### src/hw/rtl/nqb_pkg.sv
// Shared constants, types and helpers for the N-queens backtracking solver.
// Used by the solver top level, the row picker and the port checker.
`timescale 1ns / 1ps

package nqb_pkg;

    localparam int MAX_QUEENS  = 16;
    localparam int ROW_W       = $clog2(MAX_QUEENS);
    localparam int CNT_W       = ROW_W + 1;
    localparam int DIAG_W      = 2 * MAX_QUEENS - 1;
    localparam int PLACE_W     = MAX_QUEENS * ROW_W;
    localparam int SIZE_W      = 5;
    localparam int IN_TDATA_W  = 8;
    localparam int OUT_TDATA_W = ((1 + PLACE_W + 7) / 8) * 8;

    localparam logic [SIZE_W-1:0] RESET_SIZE = SIZE_W'(8);

    typedef enum logic [2:0] {
        S_IDLE,
        S_SEARCH,
        S_POP,
        S_PACK,
        S_DONE
    } nqb_state_t;

    // Result of the free-row search in one column
    typedef struct packed {
        logic             hit;
        logic [ROW_W-1:0] row;
    } nqb_pick_t;

    // Clamp the written board size to 1..MAX_QUEENS
    function automatic logic [CNT_W-1:0] size_in_use(input logic [SIZE_W-1:0] bs);
        logic [CNT_W-1:0] n;
        if (bs == '0)
            n = CNT_W'(1);
        else if (bs > SIZE_W'(MAX_QUEENS))
            n = CNT_W'(MAX_QUEENS);
        else
            n = CNT_W'(bs);
        return n;
    endfunction

endpackage

### src/hw/rtl/n_queens_backtrack_solver.sv
// Top level of the N-queens backtracking solver: search control, queen row memory,
// occupancy masks and output register. Depends on nqb_pkg and nqb_row_pick.
//
//   Channel  Dir  Handshake            Payload
//   s_*      in   s_tvalid / s_tready  s_tdata[0] = restart
//   m_*      out  m_tvalid / m_tready  m_tdata[0] = found, [64:1] = placement
//   cfg_*    in   cfg_valid/cfg_ready  cfg_data = board_size
//
// A restart that finds a placement runs from acceptance to a filled output register
// through P placements, B backtracks (a search step with no free row, then a pop to
// read the popped row from the queen memory), one completion check, a sweep of the
// queen memory to pack the placement, and the load. A continue adds its opening pop;
// a search that runs out skips the sweep, and a continue on an exhausted search
// goes straight to the load.
// Reset leaves the block idle with the search exhausted; no clearing pass runs.
// A full output register stalls the finished request until m_tready frees it.
`timescale 1ns / 1ps

module n_queens_backtrack_solver
    import nqb_pkg::*;
(
    input  logic                   clk,
    input  logic                   rst_n,
    input  logic                   s_tvalid,
    output logic                   s_tready,
    input  logic [IN_TDATA_W-1:0]  s_tdata,   // [0] restart, [7:1] zero
    output logic                   m_tvalid,
    input  logic                   m_tready,
    output logic [OUT_TDATA_W-1:0] m_tdata,   // [0] found, [64:1] placement, [71:65] zero
    input  logic                   cfg_valid,
    output logic                   cfg_ready,
    input  logic [SIZE_W-1:0]      cfg_data
);

    nqb_state_t state_reg, state_next;

    logic [SIZE_W-1:0]     size_reg, size_next;
    logic [CNT_W-1:0]      depth_reg, depth_next;
    logic [MAX_QUEENS-1:0] row_taken_reg, row_taken_next;
    logic [DIAG_W-1:0]     rise_reg, rise_next;
    logic [DIAG_W-1:0]     fall_reg, fall_next;
    logic                  exhausted_reg, exhausted_next;
    logic [CNT_W-1:0]      try_row_reg, try_row_next;
    logic [CNT_W-1:0]      pack_cnt_reg, pack_cnt_next;
    logic                  pend_reg, pend_next;
    logic [ROW_W-1:0]      pend_col_reg, pend_col_next;
    logic                  found_reg, found_next;
    logic [PLACE_W-1:0]    place_reg, place_next;
    logic                  out_valid_reg, out_valid_next;
    logic                  out_found_reg;
    logic [PLACE_W-1:0]    out_place_reg;

    logic [ROW_W-1:0]      queen_mem [MAX_QUEENS];
    logic [ROW_W-1:0]      rd_data_reg;
    logic                  mem_we;
    logic [ROW_W-1:0]      mem_waddr;
    logic [ROW_W-1:0]      mem_wdata;
    logic                  mem_re;
    logic [ROW_W-1:0]      mem_raddr;

    logic [CNT_W-1:0]      size_use;
    logic [ROW_W-1:0]      col;
    logic [ROW_W-1:0]      tog_row;
    logic [CNT_W-1:0]      rise_idx;
    logic [CNT_W-1:0]      fall_idx;
    logic [MAX_QUEENS-1:0] tog_row_mask;
    logic [DIAG_W-1:0]     tog_rise_mask;
    logic [DIAG_W-1:0]     tog_fall_mask;
    logic                  req_fire;
    logic                  cfg_fire;
    logic                  out_load;
    nqb_pick_t             pick;

    assign size_use  = size_in_use(size_reg);
    assign col       = depth_reg[ROW_W-1:0];
    assign cfg_ready = (state_reg == S_IDLE);
    assign s_tready  = (state_reg == S_IDLE) && !cfg_valid;
    assign cfg_fire  = cfg_valid && cfg_ready;
    assign req_fire  = s_tvalid && s_tready;
    assign out_load  = (state_reg == S_DONE) && (!out_valid_reg || m_tready);

    // Find the next safe row in the current column
    nqb_row_pick u_pick (
        .row_taken  (row_taken_reg),
        .rise_taken (rise_reg),
        .fall_taken (fall_reg),
        .col        (col),
        .start_row  (try_row_reg),
        .size       (size_use),
        .pick       (pick)
    );

    // Build the occupancy toggle for a placed or popped queen
    assign tog_row       = (state_reg == S_POP) ? rd_data_reg : pick.row;
    assign rise_idx      = {1'b0, tog_row} + {1'b0, col};
    assign fall_idx      = {1'b0, tog_row} + CNT_W'(MAX_QUEENS - 1) - {1'b0, col};
    assign tog_row_mask  = MAX_QUEENS'(1) << tog_row;
    assign tog_rise_mask = DIAG_W'(1) << rise_idx;
    assign tog_fall_mask = DIAG_W'(1) << fall_idx;

    // Next state
    always_comb
    begin
        state_next = state_reg;
        unique case (state_reg)
            S_IDLE:
            begin
                if (req_fire)
                begin
                    if (s_tdata[0])
                        state_next = S_SEARCH;
                    else if (exhausted_reg || depth_reg == '0)
                        state_next = S_DONE;
                    else
                        state_next = S_POP;
                end
            end
            S_SEARCH:
            begin
                if (depth_reg >= size_use)
                    state_next = S_PACK;
                else if (pick.hit)
                    state_next = S_SEARCH;
                else if (depth_reg == '0)
                    state_next = S_DONE;
                else
                    state_next = S_POP;
            end
            S_POP:
                state_next = S_SEARCH;
            S_PACK:
            begin
                if (pack_cnt_reg == size_use && !pend_reg)
                    state_next = S_DONE;
            end
            S_DONE:
            begin
                if (out_load)
                    state_next = S_IDLE;
            end
            default:
                state_next = S_IDLE;
        endcase
    end

    // Datapath and memory control
    always_comb
    begin
        size_next      = size_reg;
        depth_next     = depth_reg;
        row_taken_next = row_taken_reg;
        rise_next      = rise_reg;
        fall_next      = fall_reg;
        exhausted_next = exhausted_reg;
        try_row_next   = try_row_reg;
        pack_cnt_next  = pack_cnt_reg;
        pend_next      = 1'b0;
        pend_col_next  = pend_col_reg;
        found_next     = found_reg;
        place_next     = place_reg;
        mem_we         = 1'b0;
        mem_waddr      = col;
        mem_wdata      = pick.row;
        mem_re         = 1'b0;
        mem_raddr      = ROW_W'(depth_reg - CNT_W'(1));

        unique case (state_reg)
            S_IDLE:
            begin
                if (cfg_fire)
                begin
                    // Abandon any search on a new board size
                    size_next      = cfg_data;
                    depth_next     = '0;
                    row_taken_next = '0;
                    rise_next      = '0;
                    fall_next      = '0;
                    exhausted_next = 1'b1;
                end
                else if (req_fire)
                begin
                    found_next = 1'b0;
                    place_next = '0;
                    if (s_tdata[0])
                    begin
                        depth_next     = '0;
                        row_taken_next = '0;
                        rise_next      = '0;
                        fall_next      = '0;
                        exhausted_next = 1'b0;
                        try_row_next   = '0;
                    end
                    else if (!exhausted_reg && depth_reg == '0)
                    begin
                        exhausted_next = 1'b1;
                    end
                    else if (!exhausted_reg)
                    begin
                        // Pop the last queen to resume past the previous placement
                        mem_re     = 1'b1;
                        depth_next = depth_reg - CNT_W'(1);
                    end
                end
            end
            S_SEARCH:
            begin
                if (depth_reg >= size_use)
                begin
                    found_next    = 1'b1;
                    pack_cnt_next = '0;
                end
                else if (pick.hit)
                begin
                    // Place the queen and advance one column
                    mem_we         = 1'b1;
                    row_taken_next = row_taken_reg ^ tog_row_mask;
                    rise_next      = rise_reg ^ tog_rise_mask;
                    fall_next      = fall_reg ^ tog_fall_mask;
                    depth_next     = depth_reg + CNT_W'(1);
                    try_row_next   = '0;
                end
                else if (depth_reg == '0)
                begin
                    exhausted_next = 1'b1;
                end
                else
                begin
                    // Backtrack: fetch the previous column's row
                    mem_re     = 1'b1;
                    depth_next = depth_reg - CNT_W'(1);
                end
            end
            S_POP:
            begin
                // Remove the fetched queen and retry its column one row higher
                row_taken_next = row_taken_reg ^ tog_row_mask;
                rise_next      = rise_reg ^ tog_rise_mask;
                fall_next      = fall_reg ^ tog_fall_mask;
                try_row_next   = {1'b0, rd_data_reg} + CNT_W'(1);
            end
            S_PACK:
            begin
                // Sweep the queen memory into the packed placement
                if (pack_cnt_reg < size_use)
                begin
                    mem_re        = 1'b1;
                    mem_raddr     = pack_cnt_reg[ROW_W-1:0];
                    pack_cnt_next = pack_cnt_reg + CNT_W'(1);
                    pend_next     = 1'b1;
                    pend_col_next = pack_cnt_reg[ROW_W-1:0];
                end
                if (pend_reg)
                    place_next[pend_col_reg * ROW_W +: ROW_W] = rd_data_reg;
            end
            S_DONE:
            begin
            end
            default:
            begin
            end
        endcase
    end

    // Output register: hold until taken, load when the request finishes
    always_comb
    begin
        out_valid_next = out_valid_reg;
        if (out_load)
            out_valid_next = 1'b1;
        else if (m_tready)
            out_valid_next = 1'b0;
    end

    // Control registers
    always_ff @(posedge clk or negedge rst_n)
    begin
        if (!rst_n)
        begin
            state_reg     <= S_IDLE;
            size_reg      <= RESET_SIZE;
            depth_reg     <= '0;
            row_taken_reg <= '0;
            rise_reg      <= '0;
            fall_reg      <= '0;
            exhausted_reg <= 1'b1;
            try_row_reg   <= '0;
            pack_cnt_reg  <= '0;
            pend_reg      <= 1'b0;
            out_valid_reg <= 1'b0;
        end
        else
        begin
            state_reg     <= state_next;
            size_reg      <= size_next;
            depth_reg     <= depth_next;
            row_taken_reg <= row_taken_next;
            rise_reg      <= rise_next;
            fall_reg      <= fall_next;
            exhausted_reg <= exhausted_next;
            try_row_reg   <= try_row_next;
            pack_cnt_reg  <= pack_cnt_next;
            pend_reg      <= pend_next;
            out_valid_reg <= out_valid_next;
        end
    end

    // Payload registers
    always_ff @(posedge clk)
    begin
        pend_col_reg <= pend_col_next;
        found_reg    <= found_next;
        place_reg    <= place_next;
        if (out_load)
        begin
            out_found_reg <= found_reg;
            out_place_reg <= place_reg;
        end
    end

    // Queen row memory: one write and one registered read per cycle.
    // A pop never reads in the cycle of a write, so no forwarding is needed.
    always_ff @(posedge clk)
    begin
        if (mem_we)
            queen_mem[mem_waddr] <= mem_wdata;
        if (mem_re)
            rd_data_reg <= queen_mem[mem_raddr];
    end

    assign m_tvalid = out_valid_reg;
    assign m_tdata  = {(OUT_TDATA_W - 1 - PLACE_W)'(0), out_place_reg, out_found_reg};

endmodule

### src/hw/rtl/nqb_row_pick.sv
// Free-row finder: lowest safe row at or above a start row in one column.
// Depends on nqb_pkg for widths and the pick result struct.
`timescale 1ns / 1ps

module nqb_row_pick
    import nqb_pkg::*;
(
    input  logic [MAX_QUEENS-1:0] row_taken,
    input  logic [DIAG_W-1:0]     rise_taken,
    input  logic [DIAG_W-1:0]     fall_taken,
    input  logic [ROW_W-1:0]      col,
    input  logic [CNT_W-1:0]      start_row,
    input  logic [CNT_W-1:0]      size,
    output nqb_pick_t             pick
);

    logic [DIAG_W-1:0]     rise_sh;
    logic [DIAG_W-1:0]     fall_sh;
    logic [MAX_QUEENS-1:0] cand;

    // Align both diagonal masks so that bit i belongs to row i of this column
    assign rise_sh = rise_taken >> col;
    assign fall_sh = fall_taken >> (ROW_W'(MAX_QUEENS - 1) - col);

    // Mark rows that are safe, not below the start row and on the board
    always_comb
    begin
        for (int i = 0; i < MAX_QUEENS; i++)
        begin
            cand[i] = !row_taken[i] && !rise_sh[i] && !fall_sh[i] &&
                      (CNT_W'(i) >= start_row) && (CNT_W'(i) < size);
        end
    end

    // Take the lowest candidate row
    always_comb
    begin
        pick.hit = |cand;
        pick.row = '0;
        for (int i = MAX_QUEENS - 1; i >= 0; i--)
        begin
            if (cand[i])
                pick.row = ROW_W'(i);
        end
    end

endmodule

### config.mk
export PLATFORM = sky130hd
export DESIGN_NAME = n_queens_backtrack_solver
export DESIGN_NICKNAME = d
export VERILOG_FILES = /design/src/hw/rtl/nqb_pkg.sv /design/src/hw/rtl/n_queens_backtrack_solver.sv /design/src/hw/rtl/nqb_row_pick.sv
export SDC_FILE = /design/constraint.sdc
export NUM_CORES = 1
export LEC_CHECK = 0
export BUFFER_PORTS_ARGS = -buffer_cell sky130_fd_sc_hd__buf_2
export CELL_PAD_IN_SITES_DETAIL_PLACEMENT = 0
export CELL_PAD_IN_SITES_GLOBAL_PLACEMENT = 1
export CORE_ASPECT_RATIO = 1.25
export CORE_MARGIN = 3
export CORE_UTILIZATION = 54
export DETAILED_ROUTE_END_ITERATION = 12
export PLACE_DENSITY = 0.85
export SETUP_SLACK_MARGIN = 0.2
export SKIP_LAST_GASP = 1
export SYNTH_ARGS = -nofsm -noshare
export SYNTH_HDL_FRONTEND = slang
export SYNTH_SLANG_ARGS = --single-unit
### constraint.sdc
create_clock -name clk -period 14.4 [get_ports clk]
set_clock_uncertainty 0.05 [all_clocks]
set_input_delay 2.16 -clock clk [delete_from_list [all_inputs] [get_ports clk]]
set_output_delay 2.16 -clock clk [all_outputs]
set_load 0.03 [all_outputs]
### After elaboration in Yosys (flattened, before gate mapping)

Memories as Yosys holds them, arrays and structs flattened. A register that Yosys moved wholly into a read port is not among the register bits.
Index checks and enable logic that the tools add are counted.

* add/subtract/negate cells: 9
* bitwise gates (word level): 3
* shifts and indexed selects: 7
* eq/ne operators: 23
* muxes and demuxes: 98
* reductions and logical operators: 143
* magnitude comparators: 35

Operators with widths (number)
* two-way mux 31 bit: 7
* two-way mux 64 bit: 3
* one-hot mux 31 bit (3 select lines): 2
* one-hot mux 64 bit (2 select lines): 1
* two-way mux 5 bit: 17
* two-way mux 16 bit: 5
* two-way mux 4 bit: 19
* logical AND 1 bit: 70
* bitwise mux 64 bit: 1
* variable shift 4 x 34 -> 64 bit, first input constant: 1
* variable part select 4 x 34 -> 64 bit: 1
* << shifter 1 x 5 -> 31 bit, first input constant: 2
* right shift 31 x 4 -> 16 bit: 2
* bitwise XOR 31 bit: 2
* zero test 1 bit: 52
* one-hot mux 16 bit (3 select lines): 1
* greater-or-equal comparator 4 x 5 -> 1 bit, first input constant: 8
* less-than comparator 4 x 5 -> 1 bit, first input constant: 8
* negator 6 -> 34 bit: 1
* two-way mux 1 bit: 27
* two-way mux 3 bit: 8
* != test 2 bit, second input constant: 11
* greater-or-equal comparator 3 x 5 -> 1 bit, first input constant: 4
* less-than comparator 3 x 5 -> 1 bit, first input constant: 4
* 43 further kinds: 61

* bits in registers: 238
* bits in writable memories: 64
* output and inout port bits: 75
* word-level logic and storage cells: 335
* memories: 1
* input port bits: 18

Memory list
* queen_mem: depth 16, width 4, rd ports 1, clocked after Yosys merged registers in 1, wr ports 1, line n_queens_backtrack_solver.sv:53 `logic [ROW_W-1:0] queen_mem [MAX_QUEENS];`

### Logic depth before layout (Yosys ltp)

Gate-level depths: netlist of the first run.

* word-level depth: 30
* mapped depth: 26
* gate-level depth less buffers: 20

### Modules after synthesis

A second synthesis of the first run with hierarchy kept.

* cells, all modules: 1622
* area total of the unflattened synthesis: 17420.5 µm²

Modules (own cells, without submodules)
* n_queens_backtrack_solver: cells each 1175, area an instance 14063.5 µm², seq. area each 8670.8 µm², instances 1
* nqb_row_pick: cells each 447, area an instance 3357.0 µm², seq. area each 0.0 µm², instances 1

### Worst setup path before layout of the first run

No wires, ideal clock.

* kind: input -> output
* start: in cfg_valid
* end: out s_tready
* buffers on the path: 0
* stages on the path: 1
* setup slack: 8.927 ns
* data required time: 12.190 ns
* arrival: 3.263 ns
* cell sequence: nor4_1

* longest elaborated chain between the ends: 2

Ends and longest elaborated chain
* start: declaration: line n_queens_backtrack_solver.sv:30 `input logic cfg_valid,`
* zero test 1 bit: line n_queens_backtrack_solver.sv:77 `assign s_tready = (state_reg == S_IDLE) && !cfg_valid;`
* logical AND 1 bit: line n_queens_backtrack_solver.sv:77
* end: declaration: line n_queens_backtrack_solver.sv:25 `output logic s_tready,`

Every way passes these cells.

### Worst setup path in the final report of the first run

* start: reg depth_reg[1]
* end: reg rise_reg[7]

* longest elaborated chain between the ends: 29
* elaborated cells between the ends (all ways): 127
* classes of those cells: add/sub (2); order compare (1); eq/ne (2); shift (3); mux (20); bitwise (1); reduce/logical (98)

Ends and longest elaborated chain
* start: declaration: line n_queens_backtrack_solver.sv:38 `logic [CNT_W-1:0] depth_reg, depth_next;`
* start signal: assignment: line n_queens_backtrack_solver.sv:295 `depth_reg <= depth_next;`
* subtractor 4 bit or right shift 31 x 4 -> 16 bit (tied branches): line nqb_row_pick.sv:23, nqb_row_pick.sv:22
* right shift 31 x 4 -> 16 bit or zero test 1 bit (tied branches): line nqb_row_pick.sv:23, nqb_row_pick.sv:30
* zero test 1 bit or logical AND 1 bit (tied branches): line nqb_row_pick.sv:30 `cand[i] = !row_taken[i] && !rise_sh[i] && !fall_sh[i] &&`
* logical AND 1 bit (2 in series): line nqb_row_pick.sv:30
* logical AND 1 bit: line nqb_row_pick.sv:31 `(CNT_W'(i) >= start_row) && (CNT_W'(i) < size);`
* two-way mux 4 bit (16 in series): line nqb_row_pick.sv:42 `if (cand[i])`
* two-way mux 4 bit: line n_queens_backtrack_solver.sv:94 `assign tog_row = (state_reg == S_POP) ? rd_data_reg : pick.row;`
* adder 4 x 4 -> 5 bit: line n_queens_backtrack_solver.sv:95 `assign rise_idx = {1'b0, tog_row} + {1'b0, col};`
* << shifter 1 x 5 -> 31 bit: line n_queens_backtrack_solver.sv:98 `assign tog_rise_mask = DIAG_W'(1) << rise_idx;`
* bitwise XOR 31 bit: line n_queens_backtrack_solver.sv:217, n_queens_backtrack_solver.sv:237
* two-way mux 31 bit: line n_queens_backtrack_solver.sv:212 `else if (pick.hit)`
* two-way mux 31 bit: line n_queens_backtrack_solver.sv:207 `if (depth_reg >= size_use)`
* one-hot mux 31 bit (3 select lines): line n_queens_backtrack_solver.sv:167 `unique case (state_reg)`
* end signal: assignment: line n_queens_backtrack_solver.sv:297 `rise_reg <= rise_next;`
* end: declaration: line n_queens_backtrack_solver.sv:40 `logic [DIAG_W-1:0] rise_reg, rise_next;`

Several ways; a longest one is shown, not always the timed one. The select of a mux whose other input is x is not followed.
A chain may end at the register's enable or synchronous reset.

==> impl_metrics.toml, run 1 <==
[routing]
vias = 14070
drt-total-wl_um = 51610
viasPerCell = 6.727
ant_nets = 0
post_drt_wl_per_cell_um = 24.68
firstDrtPassIters = 6
dr.first_iter.drc_count = 1605
drc = 0

[clock_tree]
cts_hold_buf = 0
htree_levels = 1
cts_setup_buffers = 0
cts_max_path_buffers = 3
cts_root_buf = "clkbuf_16"
cts_sinks = 306
cts_tree = "yes"
cts_resized = 0
insertion_delay_ps = 590
cts_buffers = 30
path_clk_slew_ps = 60

[die]
fp-row-count = 73
coreArea_sq_mm = 0.03215
die-area_sq_mm = 0.03523
io_pins = 93
die_w_um = 168.5
start_util = 0.5542
die_h_um = 209.1

[logic_synthesis]
ys_seq_area_frac = 0.4866
yosys.area.top_type = "edfxtp_1"
synthCells = 1645
yosysMostFrequentCell = "edfxtp_1"
syn_area_sq_mm = 0.01782
synth_edf_count = 202
synthDistinctLibCells = 94
synth_area_per_cell_sq_um = 10.83
yosys-top-cells-area = "edfxtp_1 (34%), dfrtp_1 (14%), mux2i_1 (5.3%)"
synth_ff_type = "edfxtp_1"
ys_warn_count = 0
synth_seq_cells = 306
synthTopCellsByCount = "edfxtp_1 (202), nor2_1 (171), dfrtp_1 (102)"
async_reset_ff_frac = 0.3399
synth_top_area_frac = 0.3404

[critical_path]
slowest_delay_ps = 860
reg2reg_from = "depth_reg[1]$_DFFE_PN0P_"
start_kind = "flop"
r2r_end = "rise_reg[7]$_DFFE_PN0P_"
rrSetupSlack_ps = 6910
critPathTopFamily = "compound AO/OA/AOI/OAI gates"
worst_r2r_path_depth = 17
crit_arrival_ps = 7930
path_buf_inv = 2
crit_fanout = 88
required_ps = 14840
startpoint = "depth_reg[1]$_DFFE_PN0P_"
cp_slowest_cell = "buf_4"
crit_type = "reg -> reg"
crit_top_cell = "nor2_1"
end_kind = "flop"
crit_chain = "buf_4 -> mux4_2 -> a2111oi_2 -> o311a_1 -> a31o_2 -> a2111oi_0 -> o21ai_0 -> a21o_1 -> inv_1 -> ha_1 -> fa_1 -> a21oi_1 -> nor2_1 -> or2_2 -> nor2_1 -> nand2_1 -> o31ai_1"

[final_layout]
drive_gt1_frac = 0.1465
syn2layout_area_growth_pct = 8.237
antenna_cells = 0
fin_nets = 1704

[worst_hold_path]
hp-class = "reg -> reg"
hold_depth = 0
min_to = "out_found_reg$_DFFE_PP_"
hold_start = "found_reg$_DFFE_PP_"

[global_routing]
grt_first_pass_wirelength_um = 79880
grt_use_total = 0.2868
antenna_found_initial = 0
grt_overflow_total = 0
grt_max_degree = 89
first_global_vias = 13420

[timing]
setup_violations = 0
maxSlewViolCount = 0
fin_crit_ps = 7491
maxSlewHeadroom = 0.1596
final_hold_viol_count = 0
worst_pin_slew_ps = 1258
fmax_ghz = 0.1335
post-route-period-util = 0.5202
hold_ws_ps = 369.2
fin_tns_setup_ps = 0
rsz0062_at_grt = "false"

[placement]
hpwlAfterDp_um = 36390
portBuffers = 78
gp_congestion = 1.024

[status]
status = "complete, no violations"

[run]
cap_viol_max_count = 0
## worst register-to-register path: stages (launching register included)
cell,delay [ps]
dfrtp_4,750
buf_4,880
mux4_2,550
a2111oi_2,760
o311a_1,390
a31o_2,150
a2111oi_0,50
o21ai_0,130
a21o_1,500
inv_1,520
ha_1,390
fa_1,430
a21oi_1,190
nor2_1,60
or2_2,290
nor2_1,530
nand2_1,420
o31ai_1,330
## cell usage in the layout (no fill, tap or decap), types with 11 or more instances in the layout
cell	count
a2111oi_0	13
a21oi_1	97
a31oi_1	15
and2_1	23
buf_2	77
buf_4	19
clkbuf_1	12
clkbuf_16	30
dfrtp_1	100
edfxtp_1	202
ha_1	29
inv_1	25
mux2_2	27
mux2i_1	95
mux4_2	40
nand2_1	97
nand2b_1	28
nand3_1	43
nor2_1	169
nor2b_1	18
nor3_1	54
nor4_1	11
o21ai_0	99
o31ai_1	73
or3_1	11
or4_1	12
## per-stage QoR
stage                     setup WS [ps]  instances  utilization  cell area, sq um
final                              6909       2091       0.5999             19290
after global routing               6497       2091       0.5999             19290
after CTS                          7101       2091       0.5999             19290
after detailed placement           7175       2035       0.5682             18270
after global placement             7198       2035       0.5682             18270
after floorplan                    8927       1651            -             17840
## final cells by class
type / instances / area (sq um)
Inverter: 29 / 108.9
Sequential cell: 306 / 8676
Clock buffer: 44 / 823.3
Tap cell: 412 / 515.5
Multi-Input combinational cell: 1192 / 8441
Timing Repair Buffer: 96 / 528.0
Fill cell: 2672 / 12860
Clock inverter: 12 / 193.9
## logic make-up (layout without fill, tap and decap cells)
logic type	count (synthesis)	in the layout	synth area share
multiplexers	165	165	0.1237
buffers and inverters	153	181	0.04213
XOR/XNOR	17	17	0.008356
AO/OA/AOI/OAI	456	456	0.1746
other	1	7	0.0002105
AND/OR/NAND/NOR	516	516	0.1418
adder cells (fa/ha/maj)	31	31	0.02261
flip-flops	306	306	0.4866
## routing by layer
layer | up-vias | global-route usage | share of wire
li1 | 6323 | - | -
met1 | 6887 | 0.3850 | 0.40
met2 | 703 | 0.4668 | 0.48
met3 | 154 | 0.04522 | 0.080
met4 | 0 | 0.1205 | 0.045
met5 | - | 0 | 0
## how the worst max path moves through the flow
stage,to,cells after the start
floorplan,s_tready,1
global placement,rise_reg[7]$_DFFE_PN0P_,17
detailed placement,rise_reg[7]$_DFFE_PN0P_,17
CTS,rise_reg[7]$_DFFE_PN0P_,17
global route,rise_reg[7]$_DFFE_PN0P_,18
finish,rise_reg[7]$_DFFE_PN0P_,17
Power of run 1 is left out: the tool's default activity adds up to more than one toggle a clock period on the data nets, which glitch-free logic cannot reach.
==> inputs of run 2 (changes only) <==
--- a/config.mk
+++ b/config.mk
@@ -10,9 +10,9 @@
 export CELL_PAD_IN_SITES_GLOBAL_PLACEMENT = 1
 export CORE_ASPECT_RATIO = 1.25
 export CORE_MARGIN = 3
-export CORE_UTILIZATION = 54
+export CORE_UTILIZATION = 50
 export DETAILED_ROUTE_END_ITERATION = 12
-export PLACE_DENSITY = 0.85
+export PLACE_DENSITY = 0.8
 export SETUP_SLACK_MARGIN = 0.2
 export SKIP_LAST_GASP = 1
 export SYNTH_ARGS = -nofsm -noshare
==> constraint.sdc (replaced) <==
create_clock -name clk -period 7.3 [get_ports clk]
set_clock_uncertainty 0.05 [all_clocks]
set_input_delay 1.095 -clock clk [delete_from_list [all_inputs] [get_ports clk]]
set_output_delay 1.095 -clock clk [all_outputs]
set_load 0.03 [all_outputs]
==> run 2 against run 1 <==
Non-clock buffer count increased by 15; core utilization down 4.0 points; first-iteration DRC count up 3.9%; sequential share of layout area shrank 0.47 points; wire length increased by 1.2%; global-route usage down 1.5 points; worst setup slack worse by 6000 ps; critical path depth grew 1; cell count up 3.5%; largest cell class unchanged.
==> impl_metrics.toml, run 2 (synthesis gave the netlist of run 1 again) <==
[status]
status = "complete, no violations"

[global_routing]
grt_first_pass_wirelength_um = 81440
grt_use_total = 0.2718
first_global_vias = 13530
antenna_found_initial = 0
grt_overflow_total = 0
grt_max_degree = 69

[timing]
fin_crit_ps = 6372
post-route-period-util = 0.8729
fmax_ghz = 0.1569
setup_violations = 0
maxSlewViolCount = 0
fin_tns_setup_ps = 0
final_hold_viol_count = 0
hold_ws_ps = 385.0
rsz0062_at_grt = "false"
worst_pin_slew_ps = 1197
maxSlewHeadroom = 0.2002

[routing]
drt-total-wl_um = 52250
viasPerCell = 6.545
post_drt_wl_per_cell_um = 24.14
dr.first_iter.drc_count = 1667
drc = 0
ant_nets = 0
vias = 14160
firstDrtPassIters = 7

[critical_path]
crit_fanout = 60
crit_type = "reg -> reg"
start_kind = "flop"
crit_arrival_ps = 6790
end_kind = "flop"
required_ps = 7710

[clock_tree]
cts_tree = "yes"
htree_levels = 1
cts_setup_buffers = 0
path_clk_slew_ps = 60
insertion_delay_ps = 620
cts_resized = 0
cts_buffers = 31
cts_root_buf = "clkbuf_16"
cts_sinks = 306
cts_max_path_buffers = 3
cts_hold_buf = 0

[run]
cap_viol_max_count = 0

[final_layout]
drive_gt1_frac = 0.1598
final_util = 0.5600
regArea_sq_mm = 0.008676
final_common_cell = "edfxtp_1"
fillerInstances = 3027
final_cell_mix = "edfxtp_1 (202), nor2_1 (169), dfrtp_1 (100)"
multi_input_area_sq_mm = 0.008441
syn2layout_area_growth_pct = 9.388
antenna_cells = 0
fin_nets = 1720

[worst_hold_path]
hp-class = "reg -> reg"

[die]
fp-row-count = 76
coreArea_sq_mm = 0.03480
start_util = 0.5120
die_h_um = 217.1
die_w_um = 174.8
io_pins = 93
die-area_sq_mm = 0.03795

[placement]
hpwlAfterDp_um = 37140
gp_congestion = 0.9915
portBuffers = 78
-- run 2: cell type report --
| type | count | area share |
|---|---|---|
| Multi-Input combinational cell | 1192 | 0.4330 |
| Timing Repair Buffer | 111 | 0.03287 |
| Tap cell | 468 | 0.03004 |
| Clock buffer | 39 | 0.04288 |
| Clock inverter | 19 | 0.01046 |
| Inverter | 29 | 0.005585 |
| Sequential cell | 306 | 0.4451 |
-- run 2: path summary, 6_finish.rpt --
| kind | cells past startpoint | to | slack, ps | start |
|---|---|---|---|---|
| min in group asynchronous | 1 | fall_reg[1]$_DFFE_PN0P_ | 450 | rst_n |
| setup / recovery | 18 | fall_reg[29]$_DFFE_PN0P_ | 930 | depth_reg[1]$_DFFE_PN0P_ |
| setup reg to reg | 18 | fall_reg[29]$_DFFE_PN0P_ | 930 | depth_reg[1]$_DFFE_PN0P_ |
| max in group asynchronous | 2 | depth_reg[1]$_DFFE_PN0P_ | 5470 | rst_n |
| hold reg to reg | 0 | out_found_reg$_DFFE_PP_ | 380 | found_reg$_DFFE_PP_ |
| hold / removal | 0 | out_found_reg$_DFFE_PP_ | 380 | found_reg$_DFFE_PP_ |
-- run 2: metal layers --
metal	track usage	vias to the layer above	part of all wire
met4	0.1027	0	0.040
met1	0.3760	6985	0.41
met5	0	-	0
li1	-	6368	-
met2	0.4312	666	0.47
met3	0.04834	145	0.082
-- run 2: stage by stage --
stage	std cells	area, sq um	setup slack, ps
floorplan	1651	17840	2147
global placement	2106	18450	1177
detailed placement	2106	18450	1115
CTS	2164	19490	1083
global route	2164	19490	390.9
finish	2164	19490	928.0
-- run 2: critical path, cell delays in order, from the launching register on --
cell       delay [ps]
dfrtp_4           910
buf_4             500
nand2b_1          170
o32a_1            210
mux4_2            450
o211ai_1          350
nor2b_1           120
a2111oi_0         390
o21ai_0           220
a21o_1            390
inv_1             340
ha_1              230
inv_1              60
fa_1              790
nand2_1           250
nor3_1            340
a21oi_1           120
o21ai_0           170
o31ai_1            90
Power of run 2 is left out for the same reason.
